**config.mk**
```make
export PLATFORM = sky130hd
export DESIGN_NAME = mm_cell
export DESIGN_NICKNAME = d
export VERILOG_FILES = /design/src/sv/mm_pkg.sv /design/src/sv/mm_cell.sv
export SDC_FILE = /design/constraint.sdc
export NUM_CORES = 1
export LEC_CHECK = 0
export BUFFER_PORTS_ARGS = -buffer_cell sky130_fd_sc_hd__buf_2
export CORE_ASPECT_RATIO = 1.5
export CORE_UTILIZATION = 55
export DETAILED_ROUTE_END_ITERATION = 6
export PLACE_DENSITY = 0.83
export SLEW_MARGIN = 10
export SYNTH_ARGS = -nofsm -noshare
export SYNTH_HDL_FRONTEND = slang
export SYNTH_SLANG_ARGS = --single-unit
```
**constraint.sdc**
```tcl
create_clock -name clk -period 7.6 [get_ports clk]
set_input_delay 0.76 -clock clk [delete_from_list [all_inputs] [get_ports clk]]
set_output_delay 0.76 -clock clk [all_outputs]
set_load 0.05 [all_outputs]
```
**src/sv/mm_pkg.sv**
```systemverilog
`timescale 1ns / 1ps

package mm_pkg;

  // Row and column indexes on the result ports, and the inner index in the chain.
  localparam int IDX_W = 3;
  // Width of a product element, signed Q19.16.
  localparam int SUM_W = 36;

  // Control that travels down the chain of cells beside the A element.
  typedef struct packed {
    logic             valid;
    logic             first;
    logic             lastk;
    logic [IDX_W-1:0] k;
  } ctl_t;

endpackage

```
**src/sv/mm_cell.sv**
```systemverilog
`timescale 1ns / 1ps

module mm_cell #(
  parameter int DATA_WIDTH = 16,
  parameter int MAX_DIM    = 8,
  parameter int COL        = 0
) (
  input  logic                          clk,
  input  logic                          rst,
  input  logic                          b_we,
  input  logic [mm_pkg::IDX_W-1:0]      b_row,
  input  logic [mm_pkg::IDX_W-1:0]      b_col,
  input  logic [DATA_WIDTH-1:0]         b_data,
  input  logic signed [DATA_WIDTH-1:0]  a_in,
  input  mm_pkg::ctl_t                  ctl_in,
  output logic signed [DATA_WIDTH-1:0]  a_out,
  output mm_pkg::ctl_t                  ctl_out,
  output logic                          done,
  output logic [mm_pkg::SUM_W-1:0]      acc
);

  import mm_pkg::*;

  localparam int KW = (MAX_DIM > 1) ? $clog2(MAX_DIM) : 1;

  // This cell keeps column COL of B, one entry per inner index.
  logic [DATA_WIDTH-1:0]          bcol [MAX_DIM];
  logic signed [DATA_WIDTH-1:0]   b_sel;
  logic signed [2*DATA_WIDTH-1:0] prod;
  logic                           p_valid;
  logic                           p_first;
  logic                           p_last;

  assign b_sel = $signed(bcol[ctl_in.k[KW-1:0]]);

  always_ff @(posedge clk) begin
    if (b_we && b_col == IDX_W'(COL)) begin
      bcol[b_row[KW-1:0]] <= b_data;
    end
  end

  always_ff @(posedge clk) begin
    a_out   <= a_in;
    prod    <= a_in * b_sel;
    p_first <= ctl_in.first;
    p_last  <= ctl_in.lastk;
    if (p_valid) begin
      acc <= p_first ? SUM_W'(prod) : acc + SUM_W'(prod);
    end
    if (rst) begin
      ctl_out <= '0;
      p_valid <= 1'b0;
      done    <= 1'b0;
    end else begin
      ctl_out <= ctl_in;
      p_valid <= ctl_in.valid;
      done    <= p_valid & p_last;
    end
  end

endmodule

```
==> results.json <==
{
  "status": "completed",
  "required_ns": 8.04,
  "r2r_start": "bcol[1][1]",
  "antenna_cells": 0,
  "cts_made_buffers": 22,
  "final-hold-violation-count": 0,
  "port_buffers": 105,
  "arrival_ns": 7.61,
  "cts_resized": 0,
  "core-area_sq_um": 34400,
  "nFillCells": 2605,
  "grt-ovfl-total": 0,
  "slew_headroom_pct": 25.0,
  "slew_viol_final": 0,
  "totalWireLength_mm": 41.8,
  "most-common-layout-cells": "inv_1, fa_1, edfxtp_1, nand2_1, ha_1",
  "ys_ff_latch": 221,
  "grt_pass1_vias": 14300,
  "critPathLaunchType": "input pin",
  "syn_to_final_growth_pct": 10.6,
  "worst_slack_ns": 0.431,
  "holdWs_ns": 0.337,
  "syn_avg_cell_area_sq_um": 11.1,
  "drtIter0Drc": 570,
  "rsz0062_at_grt": "no",
  "fmax_ghz": 0.139,
  "drive_above_1_share_pct": 13.8,
  "max-clock-path-buffers": 3,
  "worst_slew_pin_slew_ns": 1.12,
  "synth_edf_count": 164,
  "holdCritStartpoint": "ctl_in[3]",
  "vias": 12800,
  "finClkSkew_ns": 0.0227,
  "holdCritPathClass": "input pin to flop",
  "core.rowCount": 83,
  "clkTransAtPathRegs_ns": 0.06,
  "synth.distinct_cells": 63,
  "synth-seq-area-share_pct": 31.5,
  "syn_inst": 1732,
  "final_common_cell": "inv_1",
  "post-place-ws_ns": -0.0459,
  "htree_levels": 1,
  "final_cells": 2324,
  "ys.flop_type": "edfxtp_1",
  "viasPerCell": 5.49,
  "first_pass_iters": 6,
  "hold_buffers": 0,
  "placedCellCount": 2285,
  "grtUsageTotal_pct": 24.7,
  "cp-end-kind": "flop",
  "syn_nets": 2159,
  "wl_per_cell_um": 18.0,
  "grt_pass1_wl_mm": 68.9,
  "yosys_warnings": 0,
  "tritoncts": "built",
  "die_area_sq_um": 35700,
  "clockRootBuffer": "clkbuf_16",
  "antenna_left": 0,
  "netlist_area_sq_um": 19200,
  "gp_congestion": 0.954,
  "io_pins": 106,
  "critPathMaxFanout": 22,
  "crit_type": "input pin to flop",
  "drc": 0,
  "antenna_found_initial": 0,
  "chipWidth_um": 155,
  "clock-sinks": 221,
  "clkLatencyLatePin_ns": 0.53,
  "startpoint": "ctl_in[0]",
  "initial_core_util_pct": 55.9,
  "dpl.hpwl_mm": 32.6,
  "drv_cap": 0,
  "grt_max_degree": 77,
  "synthArstFlopShare_pct": 0,
  "finalNetCount": 2269,
  "fin_crit_sh_pct": 94.3,
  "postCtsSetupRepairBufs": 0,
  "timing.final.crit_period_ns": 7.17,
  "die_height_um": 231,
  "setup_viol": 0
}
synthesized netlist by cell type, types with 6 or more instances:
cell	number	area [sq um]
nor2b_1	86	538
a31oi_1	8	50.1
o21ai_0	61	305
clkbuf_1	53	199
mux2_2	10	113
mux2i_1	11	110
nor3_1	9	45.0
edfxtp_1	164	4920
o21a_1	10	75.1
or2_2	10	62.6
dfxtp_1	57	1140
a21o_1	27	203
nand2b_1	28	175
xnor2_1	41	359
nor2_1	45	169
and3_1	6	37.5
nand4_1	7	43.8
mux4_2	32	721
ha_1	117	1460
inv_1	324	1220
nand2_1	157	589
a21oi_1	50	250
a211oi_1	9	67.6
nor3b_1	6	45.0
fa_1	263	5270
nand3_1	14	70.1
xor2_1	18	158
and2_1	47	294
state kept, by name (all words and copies together), names as in the netlist:
register / flops
a_out: 16
acc: 36
bcol: 128
ctl_out: 5
done: 1
p_first: 1
p_last: 1
p_valid: 1
prod: 32
path summary, 6_finish.rpt:
kind | to | slack [ns] | depth (start not counted)
worst max-delay path | prod[28] | 0.43 | 24
worst max register to register | prod[28] | 0.68 | 24
worst min register to register | done | 0.41 | 2
worst min-delay path | p_last | 0.34 | 1
kinds of logic after synthesis:
group / after synthesis / synth area share (%)
muxes: 53 / 4.91
xor gates and xnor gates: 59 / 2.69
and+or+nand+nor: 425 / 11.2
AOI/OAI and AO/OA: 212 / 7.13
buffers and inverters: 382 / 7.54
DFF: 221 / 31.5
adders and majority gates: 380 / 35.0
area by class of cell:
class / count / area (sq um) / area share (%)
Timing Repair Buffer: 144 / 868 / 4.08
Inverter: 324 / 1220 / 5.72
Tap cell: 467 / 584 / 2.75
Sequential cell: 221 / 6070 / 28.5
Multi-Input combinational cell: 1129 / 11800 / 55.3
Clock inverter: 7 / 75.1 / 0.353
Clock buffer: 32 / 694 / 3.27
per-layer routing:
metal	global-route usage [%]	wire length (um)	up-vias
li1	-	-	5829
met1	27.0	14900	6333
met2	46.6	22500	467
met3	3.34	2510	134
met4	11.9	1840	0
met5	0	0	-
through the flow:
step                      instance area, sq um  utilization (%)  TNS (ns)
after CTS                                21300             61.8         0
after floorplan                          19200                -         0
after global placement                   20500             59.6         0
after global routing                     21300             61.8         0
after detailed placement                 20500             59.6   -0.0843
final                                    21300             61.8         0
worst max-delay path: stages:
cell and delay (ns):
buf_2 0.11, buf_12 0.20, buf_4 0.18, mux4_2 0.50
mux2_2 0.38, buf_4 0.20, nand2_1 0.08, fa_1 0.44
fa_1 0.50, fa_1 0.59, fa_1 0.46, fa_1 0.46
fa_1 0.49, inv_1 0.04, ha_1 0.29, nand2_1 0.08
o21ai_1 0.08, or4_1 0.45, a221oi_2 0.30, o21ai_1 0.16
o31ai_2 0.37, o21bai_1 0.10, a21oi_1 0.20, xnor2_1 0.14
Power is left out: the tool's default activity adds up to more than one toggle a clock period on the data nets, which glitch-free logic cannot reach.
