## config.mk

```make
export PLATFORM = sky130hd
export DESIGN_NAME = mm_ram
export DESIGN_NICKNAME = d
export VERILOG_FILES = /design/src/sv/mm_ram.sv
export SDC_FILE = /design/constraint.sdc
export NUM_CORES = 1
export LEC_CHECK = 0
export BUFFER_PORTS_ARGS = -buffer_cell sky130_fd_sc_hd__buf_4
export CAP_MARGIN = 15
export CORE_MARGIN = 1
export CORE_UTILIZATION = 30
export DETAILED_ROUTE_END_ITERATION = 10
export PLACE_DENSITY_LB_ADDON = 0.15
export SLEW_MARGIN = 20
export SYNTH_ARGS = -nofsm -noshare
export SYNTH_HDL_FRONTEND = slang
export SYNTH_SLANG_ARGS = --single-unit
```

## constraint.sdc

```tcl
create_clock -name clk -period 5.88 [get_ports clk]
set_input_delay 0.882 -clock clk [delete_from_list [all_inputs] [get_ports clk]]
set_output_delay 0.882 -clock clk [all_outputs]
set_load 0.02 [all_outputs]
```

## src/sv/mm_ram.sv

```systemverilog
`timescale 1ns / 1ps

module mm_ram #(
  parameter int WIDTH = 16,
  parameter int DEPTH = 64
) (
  input  logic                                   clk,
  input  logic                                   we,
  input  logic [(DEPTH > 1 ? $clog2(DEPTH) : 1)-1:0] waddr,
  input  logic [WIDTH-1:0]                       wdata,
  input  logic [(DEPTH > 1 ? $clog2(DEPTH) : 1)-1:0] raddr,
  output logic [WIDTH-1:0]                       rdata
);

  logic [WIDTH-1:0] mem [DEPTH];

  always_ff @(posedge clk) begin
    if (we) begin
      mem[waddr] <= wdata;
    end
    rdata <= mem[raddr];
  end

endmodule

```

==> qor_table.md <==
| Item | This run | Unit |
|:---|:---|:---|
| Total of fill cells in the finished design | 12,200 | - |
| Reg2reg start | mem[63][0] | - |
| Required time reported for the critical path endpoint | 6.39 | ns |
| Launch point of the critical path | raddr[2] | - |
| Critical path start-end classification | in -> reg | - |
| Post-route clock period utilization | 56.1 | % |
| Count of vias placed by the detailed router | 19,100 | - |
| Utilization after layout | 35.1 | % |
| Total Routing Usage GR | 16.4 | % |
| Maximum root-to-sink buffer count | 3 | - |
| Floorplan die height | 367 | µm |
| Post-Syn Instances | 1,829 | - |
| Number of nets in the final layout | 2,003 | - |
| Final worst clock skew | 0.0214 | ns |
| DRC violations left | 0 | - |
| Die Wd | 367 | µm |
| Number of maximum-capacitance constraint violations | 0 | - |
| Total number of clock tree sinks | 1,040 | - |
| Global-route wire length before repair | 155,000 | µm |
| Count of state elements after synthesis | 1,040 | - |
| Largest driver fanout on the critical path | 82 | - |
| Share of final-layout standard cells stronger than drive strength 1 | 26.7 | % |
| Worst stage delay on the critical path | 0.97 | ns |
| R2R setup slack | 3.54 | ns |
| Post-synth top area share | 76.8 | % |
| Most numerous cell in the Yosys netlist | sky130_fd_sc_hd__edfxtp_1 | - |
| First-pass DRT Iterations | 5 | - |
| Clock slew at reported path FFs | 0.06 | ns |
| Top cell types by occurrence after synthesis | sky130_fd_sc_hd__edfxtp_1 (1,024), sky130_fd_sc_hd__mux4_2 (220), sky130_fd_sc_hd__mux2i_1 (85), sky130_fd_sc_hd__nor2_1 (72), sky130_fd_sc_hd__nand2_1 (59) | - |
| Core region area | 132,000 | µm² |
| Synthesized area | 40,000 | µm² |
| Final worst setup slack | 2.58 | ns |
| Pwr dens | 346 | nW/µm² |
| Number of global-route vias before repair | 19,600 | - |
| Count of pins over their slew limit | 0 | - |
| Worst flop-to-flop path endpoint | rdata[0] | - |
| DIE AREA | 135,000 | µm² |
| GRT met3 Usage | 3.40 | % |
| Min Clock Period, post-route | 3.30 | ns |
| Vias per Instance | 5.00 | - |
| Syn Area/Cell | 21.9 | µm² |
| Most crowded layer after global routing | met2 | - |
| Final RePlAce weighted congestion | 0.767 | - |
| Grt total ovfl | 0 | - |
| Largest vdd supply drop | 0.000226 | V |
| Pin count of the biggest net entering global routing | 83 | - |
| Setup repair after global routing missed its margin | false | - |
| HPWL after detailed placement | 64,600 | µm |
| Cell type group with the largest total delay on the critical path | compound AO/OA/AOI/OAI gates | - |
| Placement row count | 133 | - |
| Worst Reg2Reg Path Length in Cells | 4 | - |
| Final setup TNS | 0 | ns |
| Share of synthesized registers carrying an async set or reset | 0 | % |
| CTS tree | built | - |
| Root cell of the clock tree | sky130_fd_sc_hd__clkbuf_16 | - |
| Total nets after synthesis | 1,859 | - |
| Global routing usage on met2 | 26.2 | % |
| Per-cell routed wire length | 28.9 | µm |
| Reported leakage power | 14.4 | nW |
| Post-route antenna net violation count | 0 | - |
| Achievable clock frequency | 0.303 | GHz |
| Proportion of synthesized chip area in sequential cells | 77.6 | % |
| Synth Flop Type | sky130_fd_sc_hd__edfxtp_1 | - |
| Final std cell area, no fill | 46,300 | µm² |
| Cell types with the largest area share after synthesis | sky130_fd_sc_hd__edfxtp_1 (77%), sky130_fd_sc_hd__mux4_2 (12%), sky130_fd_sc_hd__mux2i_1 (2.1%) | - |
| Count of pins on the block boundary | 46 | - |
| Latest clock arrival within the worst-skew pair | 0.69 | ns |
| CP endpoint kind | flip-flop | - |
| Total number of yosys warnings | 0 | - |
| Number of flops mapped to enable cells by yosys | 1,024 | - |
| Number of buffers inserted to repair setup after CTS | 0 | - |
| Final hold violation count | 0 | - |
| Slew margin rel. | 22.8 | % |
| Worst-case setup slack after placement | 1.83 | ns |
| Result of the run | finished, final reports clean | - |
| Violation count after the first detailed-route iteration | 1,721 | - |
| Worst setup path endpoint | rdata[0] | - |
| Routed Wire Length | 110,000 | µm |
| Transition time of the tightest slew-check pin | 1.16 | ns |
| Number of different library cells in the post-synthesis netlist | 43 | - |
| Series of cell instances along the critical path | buf_8 > buf_4 > mux4_2 > mux2_2 > a221oi_1 > a311oi_1 | - |
| Critical-path cell with the highest stage delay | sky130_fd_sc_hd__a221oi_1 | - |
| Post-cts gate resize count | 0 | - |
| Combined buffer and inverter count along the critical path | 2 | - |
| Worst hold-check slack | 0.730 | ns |
| Library cell with the largest summed area after synthesis | sky130_fd_sc_hd__edfxtp_1 | - |
| Area delta synth->final | 15.5 | % |
| Final setup violation count | 0 | - |
| H-tree levels | 3 | - |
| Count of input and output buffers | 45 | - |
| Post-detailed-placement cell area | 42,600 | µm² |
| Data arrival time of the worst path | 3.80 | ns |
| Met1 usage in global routing | 22.6 | % |
| Critical Path Start Type | input port | - |
| Levels on crit path | 6 | - |
| Effective utilization at floorplan | 30.3 | % |
| HP Class | in -> reg | - |
| Number of antenna violations at the first check in global routing | 10 | - |
| Number of hold buffers added after CTS | 0 | - |
| Inserted Clock Buffers | 111 | - |
==> power breakdown <==
part | total [mW] | switching (mW) | internal, mW | leakage, nW
combinational | 0.803 | 0.529 | 0.275 | 3.31
sequential | 8.25 | 0.0409 | 8.21 | 9.35
clock | 6.97 | 2.84 | 4.13 | 1.77
==> per-stage QoR <==
step / total power [mW] / instances
2_1_floorplan: 8.82 / 1829
3_3_place_gp: 9.22 / 3614
3_5_place_dp: 9.23 / 3614
4_1_cts: 16.2 / 3819
5_1_grt: 16.5 / 3820
6_report: 16.0 / 3823
==> how the worst min path moves through the flow <==
stage	startpoint	endpoint	slack [ns]	cells after the start
2_1_floorplan	mem[62][10]	rdata[10]	0.75	5
3_3_place_gp	mem[38][9]	rdata[9]	0.88	3
3_5_place_dp	mem[37][12]	rdata[12]	0.90	4
4_1_cts	raddr[5]	rdata[4]	0.66	3
5_1_grt	raddr[5]	rdata[4]	0.70	3
6_report	waddr[1]	mem[49][9]	0.73	2
==> registers in the layout, summed over array words and instances (netlist names) <==
signal / cells
mem: 1024
rdata: 16
==> layout make-up <==
cell class	count	area, µm²	area share (%)
well taps	1755	2200	4.75
multi-input cells	685	8270	17.9
repair buffers	135	1080	2.34
clock buffers	154	3050	6.60
diodes	3	7.51	0.0162
flip-flops and latches	1040	31100	67.2
clock inverters	51	574	1.24
==> metal layers <==
layer / wire length, µm / up-vias
li1: - / 7994
met5: 69 / -
met3: 6060 / 170
met1: 48800 / 10400
met2: 52900 / 508
met4: 2590 / 10
==> kinds of logic after synthesis <==
logic type / count (synthesis) / synth area share [%]
muxes: 336 / 15.5
buffers and inverters: 104 / 1.83
DFF: 1040 / 77.6
and+or+nand+nor: 220 / 2.65
AOI/OAI and AO/OA: 129 / 2.41
==> placed cells by master (no fill, tap or decap), types with 12 or more instances in the layout <==
cell type	Yosys	final
sky130_fd_sc_hd__a21oi_1	17	17
sky130_fd_sc_hd__a221oi_1	16	16
sky130_fd_sc_hd__a22oi_1	39	39
sky130_fd_sc_hd__buf_4	13	127
sky130_fd_sc_hd__bufinv_16	0	12
sky130_fd_sc_hd__clkbuf_1	24	34
sky130_fd_sc_hd__clkbuf_16	0	113
sky130_fd_sc_hd__clkinv_1	0	15
sky130_fd_sc_hd__clkinv_2	0	17
sky130_fd_sc_hd__dfxtp_1	16	16
sky130_fd_sc_hd__edfxtp_1	1024	1024
sky130_fd_sc_hd__mux2_2	27	27
sky130_fd_sc_hd__mux2i_1	85	85
sky130_fd_sc_hd__mux4_2	220	220
sky130_fd_sc_hd__nand2_1	59	59
sky130_fd_sc_hd__nand3_1	24	24
sky130_fd_sc_hd__nand4_1	12	12
sky130_fd_sc_hd__nor2_1	72	71
sky130_fd_sc_hd__nor2b_1	30	26
(Power assumes the default switching activity.)
